## src/hdl/sobel_rgb_edge_magnitude_assert.svh

```systemverilog
// ---------------------------------------------------------------------------
// Sobel RGB edge magnitude - assertion macros
// Shared concurrent assertion forms; each expects clk and arst_n in scope.
// ---------------------------------------------------------------------------
`ifndef SOBEL_RGB_EDGE_MAGNITUDE_ASSERT_SVH
`define SOBEL_RGB_EDGE_MAGNITUDE_ASSERT_SVH

// same-cycle implication
`define SRE_ASSERT_IMP(lbl, ante, cons) \
	lbl: assert property (@(posedge clk) disable iff (!arst_n) (ante) |-> (cons)) \
		else $error("sre assertion failed");

// next-cycle implication
`define SRE_ASSERT_NXT(lbl, ante, cons) \
	lbl: assert property (@(posedge clk) disable iff (!arst_n) (ante) |=> (cons)) \
		else $error("sre assertion failed");

`endif

```

## src/hdl/sre_pkg.sv

```systemverilog
// ---------------------------------------------------------------------------
// Sobel RGB edge magnitude - package
// Shared constants, word types, job format and helper functions.
// ---------------------------------------------------------------------------
`default_nettype none

package sre_pkg;

	localparam int DEF_MAX_WIDTH = 1024;
	localparam int HEIGHT_LIMIT  = 4096;

	localparam int CFG_IDX_W  = 2;
	localparam int CFG_DATA_W = 13;
	localparam int FW_W       = 11;
	localparam int FH_W       = 13;
	localparam int ROW_W      = 13;
	localparam int OROW_W     = 12;
	localparam int RES_W      = 11;
	localparam int GRAD_W     = 11;
	localparam int ABS_W      = 10;
	localparam int SQ_W       = 20;
	localparam int RAD_W      = 21;

	localparam int QUEUE_DEPTH = 4;
	localparam int QPTR_W      = $clog2(QUEUE_DEPTH);

	localparam logic [FW_W-1:0] WIDTH_RESET  = 11'd640;
	localparam logic [FH_W-1:0] HEIGHT_RESET = 13'd480;

	localparam logic [CFG_IDX_W-1:0] REG_FRAME_WIDTH  = 2'd0;
	localparam logic [CFG_IDX_W-1:0] REG_FRAME_HEIGHT = 2'd1;

	localparam logic CMD_PIXEL = 1'b0;
	localparam logic CMD_DRAIN = 1'b1;

	typedef enum logic [1:0] {
		KIND_PASS,
		KIND_MAG,
		KIND_ZERO
	} kind_t;

	typedef enum logic [1:0] {
		BK_IDLE,
		BK_SQX,
		BK_SQY,
		BK_ROOT
	} back_state_t;

	typedef struct packed {
		logic       cmd;
		logic [7:0] red_in;
		logic [7:0] green_in;
		logic [7:0] blue_in;
	} in_word_t;

	typedef struct packed {
		logic [RES_W-1:0] red_out;
		logic [RES_W-1:0] green_out;
		logic [RES_W-1:0] blue_out;
		logic             last_of_frame;
	} out_word_t;

	typedef struct packed {
		kind_t                  kind;
		logic                   last;
		logic [23:0]            center;
		logic [2:0][GRAD_W-1:0] gx;
		logic [2:0][GRAD_W-1:0] gy;
	} job_t;

	// channel 0 red, 1 green, 2 blue
	function automatic logic [7:0] chan_of(input logic [23:0] p, input int unsigned k);
		return p[8*(2-k) +: 8];
	endfunction

	function automatic logic [ABS_W-1:0] abs_of(input logic [GRAD_W-1:0] g);
		logic [GRAD_W-1:0] n;
		n = g[GRAD_W-1] ? (GRAD_W'(0) - g) : g;
		return n[ABS_W-1:0];
	endfunction

endpackage

`default_nettype wire

```

## src/hdl/sre_queue.sv

```systemverilog
// ---------------------------------------------------------------------------
// Sobel job queue
// Small FIFO of gradient jobs between the front and back ends.
// ---------------------------------------------------------------------------
`default_nettype none
`include "sobel_rgb_edge_magnitude_assert.svh"

module sre_queue (
	input  logic          clk,
	input  logic          arst_n,
	input  logic          push,
	input  sre_pkg::job_t push_job,
	input  logic          pop,
	output sre_pkg::job_t head,
	output logic          full,
	output logic          empty
);
	import sre_pkg::*;

	job_t              slot_q [QUEUE_DEPTH];
	logic [QPTR_W-1:0] wr_ptr_q, rd_ptr_q;
	logic [QPTR_W:0]   count_q;

	assign full  = (count_q == (QPTR_W+1)'(QUEUE_DEPTH));
	assign empty = (count_q == '0);
	assign head  = slot_q[rd_ptr_q];

	always_ff @(posedge clk or negedge arst_n) begin
		if (!arst_n) begin
			wr_ptr_q <= '0;
			rd_ptr_q <= '0;
			count_q  <= '0;
		end else begin
			if (push)
				wr_ptr_q <= wr_ptr_q + QPTR_W'(1);
			if (pop)
				rd_ptr_q <= rd_ptr_q + QPTR_W'(1);
			if (push && !pop)
				count_q <= count_q + (QPTR_W+1)'(1);
			else if (pop && !push)
				count_q <= count_q - (QPTR_W+1)'(1);
		end
	end

	always_ff @(posedge clk) begin
		if (push)
			slot_q[wr_ptr_q] <= push_job;
	end

	`SRE_ASSERT_IMP(a_no_overflow, push, !full || pop)
	`SRE_ASSERT_IMP(a_no_underflow, pop, !empty)

endmodule

`default_nettype wire

```

## config.mk

```make
export PLATFORM = sky130hd
export DESIGN_NAME = sre_queue
export DESIGN_NICKNAME = d
export VERILOG_FILES = /design/src/hdl/sre_pkg.sv /design/src/hdl/sre_queue.sv
export VERILOG_INCLUDE_DIRS = /design/src /design/src/hdl
export SDC_FILE = /design/constraint.sdc
export NUM_CORES = 1
export LEC_CHECK = 0
export ABC_AREA = 1
export ABC_CLOCK_PERIOD_IN_PS = 3050
export BUFFER_PORTS_ARGS = -buffer_cell sky130_fd_sc_hd__buf_2
export CAP_MARGIN = 25
export CORE_MARGIN = 4
export CORE_UTILIZATION = 52
export DETAILED_ROUTE_END_ITERATION = 6
export PLACE_DENSITY = 0.75
export SLEW_MARGIN = 20
export SYNTH_ARGS = -nofsm -noshare
export SYNTH_HDL_FRONTEND = slang
export SYNTH_SLANG_ARGS = --single-unit
```

## constraint.sdc

```tcl
create_clock -name clk -period 3.05 [get_ports clk]
set_input_delay 0 -clock clk [delete_from_list [all_inputs] [get_ports clk]]
set_output_delay 0 -clock clk [all_outputs]
set_load 0.01 [all_outputs]
```

**Yosys cells after proc, flatten, opt, wreduce, memory -nomap -nowiden**

Memories as Yosys holds them, arrays and structs flattened.
Cells that the tools add are included.
W data, S select, Z words.

- Register bits: 7
- Bits in latches: 0
- Memory bits (writable): 372
- Memory bits (read-only): 0
- Input bits: 97
- Output and inout bits: 95
- Word-level logic and storage cells: 19
- Memories: 1

Memory list:

| memory | depth | width | read ports | clocked after Yosys merged registers in | wr ports | RTL line | text |
|---|---|---|---|---|---|---|---|
| slot_q | 4 | 93 | 1 | 0 | 1 | sre_queue.sv:20 | `job_t slot_q [QUEUE_DEPTH];` |

- $add $sub $neg: 4
- Multiply operators: 0
- Div/mod/pow operators: 0
- Magnitude comparators: 0
- Equal/unequal tests: 1
- Shift operators: 0
- Mux-type cells: 4
- Bitwise logic cells: 0
- Reduce and logical (&&, ||, !) cells: 6

Operator list:

| operator | count |
|---|---|
| $mux W3 | 2 |
| $add A2 B1 Y2 const B | 2 |
| $add A3 B1 Y3 const B | 1 |
| $eq A3 B3 Y1 const B | 1 |
| $logic_not A3 Y1 | 1 |
| $sub A3 B1 Y3 const B | 1 |
| $logic_and A1 B1 Y1 | 2 |
| $logic_not A1 Y1 | 2 |
| $mux W1 | 2 |
| $reduce_bool A2 Y1 | 1 |

**Longest topological paths before layout**

- Depth after elaboration: 4
- Gate-level depth with buffers: 9
- Gate-level depth less buffers: 9

**Worst setup path after synthesis**

OpenSTA, ideal clock, no wires.

- Path type: reg2reg
- Start point: register wr_ptr_q[0]
- End point: memory slot_q[2][0] (netlist name) (enable)
- Library setup time: 447 ps
- Data arrival time: 2474 ps
- Data required time: 2603 ps
- Slack: 129 ps
- Cell stages (with the launch flop): 5
- Buffers on the path: 0
- Period minus slack after synthesis: 2921 ps
- Cells stage by stage: dfrtp_1 > inv_1 > ha_1 > nand2_1 > inv_1

RTL lines:

| what | RTL line | text |
|---|---|---|
| start: declaration | sre_queue.sv:21 | `logic [QPTR_W-1:0] wr_ptr_q, rd_ptr_q;` |
| start signal: assignment | sre_queue.sv:35 | `wr_ptr_q <= wr_ptr_q + QPTR_W'(1);` |
| end: declaration | sre_queue.sv:20 |  |

Straight into the memory's write port.

==> results.cfg <==
[die]
start_util_pct = 52.71
die_h_um = 181.1
die_w_um = 181.1
io_pins = 192
std_cell_rows = 63
core-area_um2 = 29560
dieArea_um2 = 32800

[hold_path]
holdCritPathClass = in2reg

[route]
drtAntennaViolNets = 0
drc = 0
drtIter0Drc = 529
vias = 9195
firstDrtPassIters = 5
vias_per_cell = 5.014
wl_mm = 31.48
wl_per_cell_um = 17.16

[global_routing]
antenna_found_initial = 1
grt_max_degree = 93
grt_pass1_wl_mm = 50.00
grt_pass1_vias = 9690
grt_usage_pct = 18.91
gr-total-overflow = 0

[placement]
place_congestion = 0.7388
dp_hpwl_mm = 17.78
place_ws_ns = 1.108
port_buffers = 191

[yosys]
dominantRegCellSynth = edfxtp_1
ys_ff_latch = 379
synth-edff-count = 372
ys_async_sr_fraction_pct = 1.847
syn_nets = 1236
yosys-top-cells-area = edfxtp_1 (72%), nand2_1 (7.0%), o211ai_1 (6.1%), o211ai_2 (4.8%), inv_1 (4.7%)
syn_area_per_cell_um2 = 13.75
yosys.area.top_type = edfxtp_1
synthCells = 1133
synth_top_area_share_pct = 71.70
yosysMostFrequentCell = edfxtp_1
seq_area_frac_synth_pct = 72.82
netlist_area_um2 = 15580
ys_warn_count = 0
ys_types = 20
synthTopCellsByCount = edfxtp_1 (372), nand2_1 (292), inv_1 (197)

[setup_path]
end_kind = output pin
worstPathMaxFanout = 92
endpoint = head[63]
timing.rr.end = slot_q[0][74]
crit_path_start = rd_ptr_q[0]
ff2ff_path_depth = 5
regToRegSetupSlack_ns = 1.14
crit_type = reg2out
crit_required_ns = 3.05
reg2reg_from = wr_ptr_q[0]
cp-start-kind = flip-flop
arrival_ns = 2.28

[sta]
setup_viol = 0
maxSlewHeadroom_pct = 45.79
clock_skew_ns = 0.01109
finalMaxSlewViolations = 0
hold_violations = 0
rsz0062_at_grt = false
holdWs_ns = 0.2429
tightest_slew_ns = 0.8132
fin_crit_sh_pct = 74.78
min_period_ns = 2.281
max_freq_ghz = 0.4384
finalSetupTns_ns = 0
fin_ws_ns = 0.7691

[clocking]
max-clock-path-buffers = 3
ctsHtreeMaxLevel = 2
postCtsSetupBuffers = 0
clk_pin_slew_ns = 0.06
cts_tree = built
root_buffer = clkbuf_16
numCtsBuffers = 38
cts.sinks = 379
clock_latency_ns = 0.52

[cells_and_area]
area_growth_syn_to_layout_pct = 20.97
regArea_um2 = 11350
drive_above_1_share_pct = 22.38
fillers = 2120
multi_input_area_um2 = 2937
post-route-util_pct = 63.76
nets = 1520

[power]
peakVddDrop_uv = 766.8
leakagePower_uw = 0.007619
cellPowerDensity_nw_per_um2 = 929.0
total_power_uw = 17510

[flow_run]
maxCapViolations = 0

[status]
status = completed
flip-flops by register name, summed over array words and instances, names as in the netlist:
name      flops
rd_ptr_q      2
wr_ptr_q      2
slot_q      372
count_q       3
critical path, stage by stage (launching register included):
cell	delay, ns
dfrtp_4	0.83
buf_12	0.39
nand2_1	0.11
o211ai_1	0.10
nand2_1	0.11
buf_2	0.15
power by group:
group / switching (µW) / internal [µW]
Sequential: 383 / 6820
Combinational: 3940 / 2150
Clock: 1790 / 2430
repair_timing:
item,in CTS,in global routing
hold buffers,97,0
gates resized for setup,0,0
hold endpoints to repair,385,0
routing by layer:
metal / GRT usage [%] / wire length (µm) / up-vias
met5: 0 / 0 / -
met4: 4.683 / 490 / 0
met3: 3.805 / 1550 / 46
met2: 34.74 / 16600 / 205
met1: 22.94 / 12830 / 4428
li1: - / - / 4516
cells in the final DEF (no fill, tap or decap), types with 7 or more instances in the layout:
master	n
buf_12	9
buf_2	191
buf_4	10
clkbuf_1	7
clkbuf_16	41
clkinv_1	13
dlygate4sd3_1	97
edfxtp_1	372
inv_1	193
nand2_1	292
o211ai_1	126
o211ai_2	60
kinds of logic (layout without fill, tap and decap cells):
group                    after synthesis  in the layout  share of synthesized area, %
buffers and inverters                261            571                         8.328
XOR/XNOR                               4              4                        0.2249
other                                  0              1                             0
AO/OA/AOI/OAI                        187            187                         10.92
flip-flops                           379            379                         72.82
AND/OR/NAND/NOR                      296            296                         7.172
adder cells (fa/ha/maj)                6              6                        0.5300
final cells by class:
cell class | instances | area share (%)
Antenna cell | 1 | 0.01328
Clock buffer | 48 | 5.583
Clock inverter | 18 | 0.4050
Inverter | 198 | 4.010
Multi-Input combinational cell | 493 | 15.58
Sequential cell | 379 | 60.24
Tap cell | 390 | 2.589
Timing Repair Buffer | 307 | 11.58
worst min-delay path by stage:
stage / end / depth (start not counted) / startpoint / slack (ns)
2_1_floorplan: count_q[0] / 0 / arst_n / -0.30
3_3_place_gp: count_q[2] / 1 / arst_n / -0.14
3_5_place_dp: count_q[2] / 1 / arst_n / -0.13
4_1_cts: slot_q[1][71] / 2 / push_job[71] / 0.21
5_1_grt: slot_q[3][65] / 2 / push_job[65] / 0.24
6_report: slot_q[3][3] / 2 / push_job[3] / 0.24
per-stage QoR:
| step | instance area (µm²) | instances |
|---|---|---|
| 2_1_floorplan | 15580 | 1133 |
| 3_3_place_gp | 16740 | 1670 |
| 3_5_place_dp | 16740 | 1670 |
| 4_1_cts | 18840 | 1833 |
| 5_1_grt | 18850 | 1834 |
| 6_report | 18850 | 1834 |
Power figures use the tool's default switching activity.
