--- src/hdl/sobel_rgb_edge_magnitude_assert.svh ---
// ---------------------------------------------------------------------------
// Sobel RGB edge magnitude - assertion macros
// Shared concurrent assertion forms; each expects clk and arst_n in scope.
// ---------------------------------------------------------------------------
`ifndef SOBEL_RGB_EDGE_MAGNITUDE_ASSERT_SVH
`define SOBEL_RGB_EDGE_MAGNITUDE_ASSERT_SVH

// same-cycle implication
`define SRE_ASSERT_IMP(lbl, ante, cons) \
	lbl: assert property (@(posedge clk) disable iff (!arst_n) (ante) |-> (cons)) \
		else $error("sre assertion failed");

// next-cycle implication
`define SRE_ASSERT_NXT(lbl, ante, cons) \
	lbl: assert property (@(posedge clk) disable iff (!arst_n) (ante) |=> (cons)) \
		else $error("sre assertion failed");

`endif

--- src/hdl/sre_pkg.sv ---
// ---------------------------------------------------------------------------
// Sobel RGB edge magnitude - package
// Shared constants, word types, job format and helper functions.
// ---------------------------------------------------------------------------
`default_nettype none

package sre_pkg;

	localparam int DEF_MAX_WIDTH = 1024;
	localparam int HEIGHT_LIMIT  = 4096;

	localparam int CFG_IDX_W  = 2;
	localparam int CFG_DATA_W = 13;
	localparam int FW_W       = 11;
	localparam int FH_W       = 13;
	localparam int ROW_W      = 13;
	localparam int OROW_W     = 12;
	localparam int RES_W      = 11;
	localparam int GRAD_W     = 11;
	localparam int ABS_W      = 10;
	localparam int SQ_W       = 20;
	localparam int RAD_W      = 21;

	localparam int QUEUE_DEPTH = 4;
	localparam int QPTR_W      = $clog2(QUEUE_DEPTH);

	localparam logic [FW_W-1:0] WIDTH_RESET  = 11'd640;
	localparam logic [FH_W-1:0] HEIGHT_RESET = 13'd480;

	localparam logic [CFG_IDX_W-1:0] REG_FRAME_WIDTH  = 2'd0;
	localparam logic [CFG_IDX_W-1:0] REG_FRAME_HEIGHT = 2'd1;

	localparam logic CMD_PIXEL = 1'b0;
	localparam logic CMD_DRAIN = 1'b1;

	typedef enum logic [1:0] {
		KIND_PASS,
		KIND_MAG,
		KIND_ZERO
	} kind_t;

	typedef enum logic [1:0] {
		BK_IDLE,
		BK_SQX,
		BK_SQY,
		BK_ROOT
	} back_state_t;

	typedef struct packed {
		logic       cmd;
		logic [7:0] red_in;
		logic [7:0] green_in;
		logic [7:0] blue_in;
	} in_word_t;

	typedef struct packed {
		logic [RES_W-1:0] red_out;
		logic [RES_W-1:0] green_out;
		logic [RES_W-1:0] blue_out;
		logic             last_of_frame;
	} out_word_t;

	typedef struct packed {
		kind_t                  kind;
		logic                   last;
		logic [23:0]            center;
		logic [2:0][GRAD_W-1:0] gx;
		logic [2:0][GRAD_W-1:0] gy;
	} job_t;

	// channel 0 red, 1 green, 2 blue
	function automatic logic [7:0] chan_of(input logic [23:0] p, input int unsigned k);
		return p[8*(2-k) +: 8];
	endfunction

	function automatic logic [ABS_W-1:0] abs_of(input logic [GRAD_W-1:0] g);
		logic [GRAD_W-1:0] n;
		n = g[GRAD_W-1] ? (GRAD_W'(0) - g) : g;
		return n[ABS_W-1:0];
	endfunction

endpackage

`default_nettype wire

--- src/hdl/sre_back.sv ---
// ---------------------------------------------------------------------------
// Sobel back end
// Per-channel squares and bit-pair integer square root, result register.
// ---------------------------------------------------------------------------
`default_nettype none
`include "sobel_rgb_edge_magnitude_assert.svh"

module sre_back (
	input  logic               clk,
	input  logic               arst_n,
	input  sre_pkg::job_t      head,
	input  logic               empty,
	output logic               pop,
	output logic               res_valid,
	input  logic               res_stall,
	output sre_pkg::out_word_t res_word
);
	import sre_pkg::*;

	back_state_t state_q, state_n;
	job_t        job_q;
	logic        load_direct, sq_x, sq_y, step, finish;
	logic        res_valid_q;
	out_word_t   res_word_q;

	logic [SQ_W-1:0]  sqa_q  [3];
	logic [RAD_W-1:0] v_q    [3];
	logic [RAD_W-1:0] root_q [3];
	logic [RAD_W-1:0] v_n    [3];
	logic [RAD_W-1:0] root_n [3];
	logic [RAD_W-1:0] bit_q;
	logic [ABS_W-1:0] ax [3];
	logic [ABS_W-1:0] ay [3];
	logic [RES_W-1:0] direct [3];

	// next state
	always_comb begin
		state_n = state_q;
		case (state_q)
			BK_IDLE: begin
				if (pop && head.kind == KIND_MAG)
					state_n = BK_SQX;
			end
			BK_SQX:  state_n = BK_SQY;
			BK_SQY:  state_n = BK_ROOT;
			BK_ROOT: begin
				if (bit_q[0])
					state_n = BK_IDLE;
			end
			default: state_n = BK_IDLE;
		endcase
	end

	// controls
	always_comb begin
		pop         = 1'b0;
		load_direct = 1'b0;
		sq_x        = 1'b0;
		sq_y        = 1'b0;
		step        = 1'b0;
		finish      = 1'b0;
		case (state_q)
			BK_IDLE: begin
				pop         = !empty && !res_valid_q;
				load_direct = pop && (head.kind != KIND_MAG);
			end
			BK_SQX:  sq_x = 1'b1;
			BK_SQY:  sq_y = 1'b1;
			BK_ROOT: begin
				step   = 1'b1;
				finish = bit_q[0];
			end
			default: ;
		endcase
	end

	always_ff @(posedge clk or negedge arst_n) begin
		if (!arst_n)
			state_q <= BK_IDLE;
		else
			state_q <= state_n;
	end

	always_ff @(posedge clk) begin
		if (pop)
			job_q <= head;
	end

	always_comb begin
		logic [RAD_W-1:0] t;
		for (int k = 0; k < 3; k++) begin
			ax[k] = abs_of(job_q.gx[k]);
			ay[k] = abs_of(job_q.gy[k]);
			t = root_q[k] + bit_q;
			if (v_q[k] >= t) begin
				v_n[k]    = v_q[k] - t;
				root_n[k] = (root_q[k] >> 1) + bit_q;
			end else begin
				v_n[k]    = v_q[k];
				root_n[k] = root_q[k] >> 1;
			end
			direct[k] = (head.kind == KIND_PASS) ? RES_W'(chan_of(head.center, k)) : '0;
		end
	end

	always_ff @(posedge clk) begin
		for (int k = 0; k < 3; k++) begin
			if (sq_x)
				sqa_q[k] <= SQ_W'(ax[k]) * SQ_W'(ax[k]);
			if (sq_y) begin
				v_q[k]    <= RAD_W'(sqa_q[k]) + RAD_W'(SQ_W'(ay[k]) * SQ_W'(ay[k]));
				root_q[k] <= '0;
			end else if (step) begin
				v_q[k]    <= v_n[k];
				root_q[k] <= root_n[k];
			end
		end
		if (sq_y)
			bit_q <= RAD_W'(1) << (RAD_W - 1);
		else if (step)
			bit_q <= bit_q >> 2;
	end

	// result register
	always_ff @(posedge clk or negedge arst_n) begin
		if (!arst_n)
			res_valid_q <= 1'b0;
		else if (load_direct || finish)
			res_valid_q <= 1'b1;
		else if (res_valid_q && !res_stall)
			res_valid_q <= 1'b0;
	end

	always_ff @(posedge clk) begin
		if (load_direct) begin
			res_word_q.red_out       <= direct[0];
			res_word_q.green_out     <= direct[1];
			res_word_q.blue_out      <= direct[2];
			res_word_q.last_of_frame <= head.last;
		end else if (finish) begin
			res_word_q.red_out       <= root_n[0][RES_W-1:0];
			res_word_q.green_out     <= root_n[1][RES_W-1:0];
			res_word_q.blue_out      <= root_n[2][RES_W-1:0];
			res_word_q.last_of_frame <= job_q.last;
		end
	end

	assign res_valid = res_valid_q;
	assign res_word  = res_word_q;

	`SRE_ASSERT_IMP(a_busy_quiet, state_q != BK_IDLE, !res_valid_q)
	`SRE_ASSERT_NXT(a_root_done, finish, res_valid_q && state_q == BK_IDLE)

endmodule

`default_nettype wire

--- config.mk ---
export PLATFORM = sky130hd
export DESIGN_NAME = sre_back
export DESIGN_NICKNAME = d
export VERILOG_FILES = /design/src/hdl/sre_pkg.sv /design/src/hdl/sre_back.sv
export VERILOG_INCLUDE_DIRS = /design/src /design/src/hdl
export SDC_FILE = /design/constraint.sdc
export NUM_CORES = 2
export LEC_CHECK = 0
export ABC_AREA = 1
export ABC_CLOCK_PERIOD_IN_PS = 5800
export BUFFER_PORTS_ARGS = -buffer_cell sky130_fd_sc_hd__buf_2
export CORE_UTILIZATION = 43
export CTS_BUF_LIST = sky130_fd_sc_hd__clkbuf_4
export DETAILED_ROUTE_END_ITERATION = 8
export PLACE_DENSITY = 0.68
export SYNTH_ARGS = -nofsm -noshare
export SYNTH_HDL_FRONTEND = slang
export SYNTH_SLANG_ARGS = --single-unit
--- constraint.sdc ---
create_clock -name clk -period 5.8 [get_ports clk]
set_clock_uncertainty 0.15 [all_clocks]
set_input_delay 0.29 -clock clk [delete_from_list [all_inputs] [get_ports clk]]
set_output_delay 0.29 -clock clk [all_outputs]
set_load 0.005 [all_outputs]
### Word-level counts from Yosys, hierarchy flattened

Memories as Yosys holds them, arrays and structs flattened.
Index checks and enable logic that the tools add are counted.

* eq/ne operators: 7
* reduce and logical (&&, ||, !) cells: 13
* $lt $le $gt $ge: 3
* add/sub/neg operators: 18
* $mul: 6
* muxes and demuxes: 41
* shifts and indexed selects: 0
* divide/modulo/power cells: 0
* bitwise operators: 6

Operator list (number)
* 21-bit 2-to-1 mux: 12
* 10-bit by 10-bit multiplier with 20-bit output: 6
* 34-bit 2-to-1 mux: 2
* 20-bit by 20-bit adder with 21-bit output: 3
* 20-bit by 21-bit adder with 21-bit output: 3
* 21-bit adder: 3
* 21-bit greater-or-equal comparator: 3
* 21-bit subtractor: 3
* 10-bit 2-to-1 mux: 6
* 1-bit by 10-bit subtractor with 10-bit output (first input constant): 6
* 8-bit 2-to-1 mux: 3
* 1-bit 2-to-1 mux: 15
* 2-bit one-hot mux with 4 select lines: 1
* 1-bit bitwise OR: 6
* 2-bit by 1-bit == test with 1-bit output (second input constant): 2
* 2-bit == test (second input constant): 2
* 1-bit logical AND: 4
* 2-bit zero test: 2
* 2-bit 2-to-1 mux: 2
* 2-bit != test (second input constant): 2
* 2-bit nonzero test: 2
* 1-bit zero test: 3
* 2-bit by 1-bit != test with 1-bit output (second input constant): 1
* 2-bit AND reduction: 1
* 1-bit logical OR: 1

* output and inout bits: 36
* latch bits: 0
* bits in writable memories: 186
* memories kept: 3
* memory bits (read-only): 0
* register bits after elaboration: 115

Memory list
* root_q: depth 3, width 21, read ports 3, clocked after memory_dff 0, write ports 3, line sre_back.sv:28 `logic [RAD_W-1:0] root_q [3];`
* v_q: depth 3, width 21, read ports 3, clocked after memory_dff 0, write ports 3, line sre_back.sv:27 `logic [RAD_W-1:0] v_q [3];`
* sqa_q: depth 3, width 20, read ports 3, clocked after memory_dff 0, write ports 3, line sre_back.sv:26 `logic [SQ_W-1:0] sqa_q [3];`

### Depth between registers and ports, before layout

* depth after elaboration: 6
* mapped depth: 32
* depth with buffers taken out: 32

### Worst setup path before layout

OpenSTA, ideal clock, no wires.

* path kind: register to register
* from: reg job_q[33] (netlist name)
* to: mem sqa_q[0][19], data pin
* path buffers: 1
* cell stages (with the launch flop): 32
* clock period less this slack: 6.122 ns
* data arrival time: 5.720 ns
* slack: -0.322 ns
* setup time: 0.252 ns
* cell sequence: edfxtp_1 -> inv_1 -> clkbuf_1 -> ha_1 -> inv_1 -> nor3_2 -> nand3_1 -> nand2_1 -> o21ai_0 -> or2_2 -> nand2_2 -> inv_1 -> nor2_1 -> inv_1 -> fa_1 -> fa_1 -> inv_1 -> fa_1 -> fa_1 -> inv_1 -> fa_1 -> inv_1 -> ha_1 -> nand2_1 -> nor4_1 -> nand2_1 -> nand2_1 -> nand2_1 -> nand2_1 -> nand2_1 -> nand3_1 -> nand2_1

RTL lines
* start: declaration: line sre_back.sv:21 `job_t job_q;`
* start signal: assignment: line sre_back.sv:86 `job_q <= head;`
* end: declaration: line sre_back.sv:26

==> run_results.csv <==
group,metric,value,unit
sta,relSlewSlack,38.54,%
global_route,grt_max_degree,70,
synth,synth.top_cells.by_area,"edfxtp_1 22%, fa_1 17%, ha_1 14%",
critical_path,ff2ff_path_depth,27,
critical_path,cp.arrival,6.23,ns
synth,synth_ff_type,"edfxtp_1",
synth,synth_compound_area_share,9.759,%
place,gp_congestion,0.9283,
synth,synth_edf_count,284,
routing,drtIter0Drc,2159,
global_route,antenna_found_initial,2,
synth,syn_inst,5084,
routing,drc,0,
critical_path,crit_type,"register to register",
sta,fin_crit,5.775,ns
global_route,gr-usage-all-layers,22.30,%
synth,ys_types,60,
critical_path,cp_max_fo,4,
finish,multi_input_area,28340,um2
sta,setup_violations,0,
sta,final_max_slew_viol_count,0,
sta,timing.final.crit_share,99.56,%
clocking,cts_tree,"yes",
routing,num_vias,35100,
synth,synthArstFlopShare,1.007,%
floorplanning,core_area,90150,um2
place,postPlaceCellArea,42470,um2
clocking,clock-sinks,298,
finish,final_nets,6551,
clocking,max-clock-path-buffers,3,
critical_path,critPathCaptureType,"register",
floorplanning,die_height,303.7,um
synth,synth_top_area_cell,"edfxtp_1",
min_path,hold_path_class,"input port to register",
clocking,htree_levels,3,
critical_path,worstReg2RegStart,"job_q[12]$_DFFE_PP_",
clocking,clk_latency,0.94,ns
clocking,cts-root-buf,"clkbuf_4",
critical_path,critPathLaunchType,"register",
finish,final_layout_size_suffix_gt1_share,16.94,%
critical_path,worstReg2RegEnd,"v_q[1][16]$_DFFE_PP_",
synth,yosys_warnings,0,
synth,synth_top_area_share,21.79,%
sta,finalHoldViolCount,0,
finish,fill_cells,8250,
min_path,hold_depth,3,
synth,synth_xor_area_share,4.184,%
min_path,min-delay-start,"res_stall",
finish,fin_area,48050,um2
floorplanning,dieWidth,303.7,um
synth,postSynthAreaPerCell,7.699,um2
global_route,grt_pass1_vias,34960,
status,status,"completed",
critical_path,critPathRequiredTime,6.25,ns
floorplanning,rows,110,
finish,syn2layout_area_growth,22.75,%
floorplanning,die_area,92240,um2
synth,netlist_area,39140,um2
clocking,numCtsBuffers,89,
synth,synthAdderAreaFrac,30.99,%
global_route,grt-ovfl-total,0,
synth,synth.mux.area_fraction,0,%
critical_path,r2r_slack,0.03,ns
floorplanning,start_util,43.42,%
global_route,grt_pass1_wl,169.7,mm
place,io_buffers,132,
routing,avgRoutedWirePerCell,15.16,um
routing,drt-total-wl,105.0,mm
routing,firstDrtPassIters,7,
floorplanning,pin_count,133,
synth,ys_ff_latch,298,
synth,synth_top_family_by_area,"adder cells",
sta,tightest_slew,0.9218,ns
routing,ant_nets,0,
routing,viasPerCell,5.066,
synth,synthSimpleGateAreaFrac,22.24,%
run,cap_violations,0,
min_path,hold_end,"res_valid$_DFFE_PN0P_",
sta,hold_slack,0.06753,ns
sta,rsz0062_at_grt,"yes",
synth,ys_seq_area_share,22.54,%
clocking,clk_pin_slew_worst_paths,0.06,ns
finish,regArea,8823,um2
place,dp_hpwl,81.37,mm
sta,fmax,173.2,MHz
what timing repair did:
action | in CTS | in global routing
hold endpoints to repair | 98 | 0
pin swaps | 12 | 159
buffers inserted | 2 | 46
setup endpoints to repair | 29 | 69
resized for setup | 54 | 508
hold buffers | 201 | 0
worst max-delay path by stage:
stage	startpoint	to	slack, ns	depth (start not counted)
detailed placement	job_q[12]$_DFFE_PP_	v_q[1][17]$_DFFE_PP_	-0.22	25
floorplan	job_q[22]$_DFFE_PP_	v_q[2][17]$_DFFE_PP_	0.0007	27
CTS	job_q[0]$_DFFE_PP_	v_q[0][13]$_DFFE_PP_	-0.003	27
finish	job_q[12]$_DFFE_PP_	v_q[1][16]$_DFFE_PP_	0.03	27
global placement	job_q[12]$_DFFE_PP_	v_q[1][17]$_DFFE_PP_	-0.07	25
global route	job_q[12]$_DFFE_PP_	v_q[1][16]$_DFFE_PP_	-0.20	27
worst max-delay path: stages (launching register included):
cell and delay, ns:
edfxtp_1 0.41, inv_2 0.11, ha_4 0.15, inv_4 0.04, nor2_4 0.13, nand3_4 0.10, o31ai_4 0.24, xor2_2 0.24
inv_2 0.12, nor2_4 0.11, inv_2 0.04, fa_1 0.48, inv_2 0.05, fa_1 0.52, inv_1 0.05, fa_1 0.50
fa_2 0.44, fa_1 0.50, inv_2 0.04, ha_4 0.32, nand2_4 0.08, nor2_4 0.13, a21oi_2 0.08, buf_4 0.14
nand2_2 0.06, a21oi_2 0.05, o21ai_1 0.11, nand2_1 0.06
area by class of cell:
| type | instances | area share [%] |
|---|---|---|
| clock buffer | 116 | 1.812 |
| multi-input combinational | 3738 | 58.99 |
| timing repair buffer | 568 | 9.370 |
| sequential | 298 | 18.36 |
| inverter | 991 | 7.799 |
| tap | 1176 | 3.062 |
| clock inverter | 39 | 0.5885 |
| antenna | 2 | 0.01042 |
stage by stage:
stage | util [%] | setup slack [ns] | setup TNS (ns) | std cells
final | 53.30 | 0.02524 | 0 | 6928
after global routing | 53.30 | -0.2040 | -3.503 | 6928
after detailed placement | 47.11 | -0.2186 | -1.895 | 6523
after floorplan | - | 0.0007363 | 0 | 5088
after global placement | 47.11 | -0.06945 | -0.2154 | 6523
after CTS | 50.90 | -0.002817 | -0.002817 | 6881
state kept, by name, summed over array words and instances (netlist names):
name and cells:
res_word 34, res_valid 1, state_q 2, v_q 63
root_q 63, bit_q 11, sqa_q 57, job_q 67
placed cells by master, fill, tap and decap left out, drive strengths merged, types with 3 or more instances in the layout:
cell type    instances
o21ai              275
edfxtp             284
ha                 432
or2                 20
o21bai              22
o21a                 8
o31ai                4
dfxtp               11
nand3              246
fa                 336
inv                989
nand3b              24
buf                367
a211oi              18
clkinv              36
a21oi              301
bufinv               4
and2                15
nor4                13
o22ai                8
nand4               75
nor3b                3
nor3                40
nor2               490
clkbuf             116
a31oi               18
dfrtp                3
xor2               123
o2bb2ai              3
xnor2               64
nand2             1148
a21boi               8
dlygate4sd3        201
a21o                21
conb                 6
o211ai              11
logic make-up after synthesis:
kind of cell | count (synthesis)
AND/OR/NAND/NOR | 2076
buffers and inverters | 1052
adder cells (fa/ha/maj) | 768
AO/OA/AOI/OAI | 701
flip-flops | 298
XOR/XNOR | 187
other | 2
synthesized netlist by cell type (18+ instances only):
master and instances:
a31oi_1 18, a21o_1 21, nor2_1 483, edfxtp_1 284
nand2_1 1136, nor3_1 36, a21oi_1 299, nand3b_1 24
clkbuf_1 36, o21bai_1 22, nand4_1 73, xor2_1 123
fa_1 336, xnor2_1 64, nand3_1 243, inv_1 978
ha_1 432, a211oi_1 18, or2_2 18, o21ai_0 257
routing by layer:
metal / wire length, um / vias to the layer above / track usage [%] / part of all wire [%]
met4: 2604 / 0 / 6.847 / 2.5
li1: - / 17610 / - / -
met5: 0 / - / 0 / 0
met3: 4532 / 171 / 2.685 / 4.3
met1: 47650 / 16500 / 29.31 / 45
met2: 50260 / 821 / 38.24 / 48
Power is left out: the tool's default activity adds up to more than one toggle a clock period on the data nets, which glitch-free logic cannot reach.
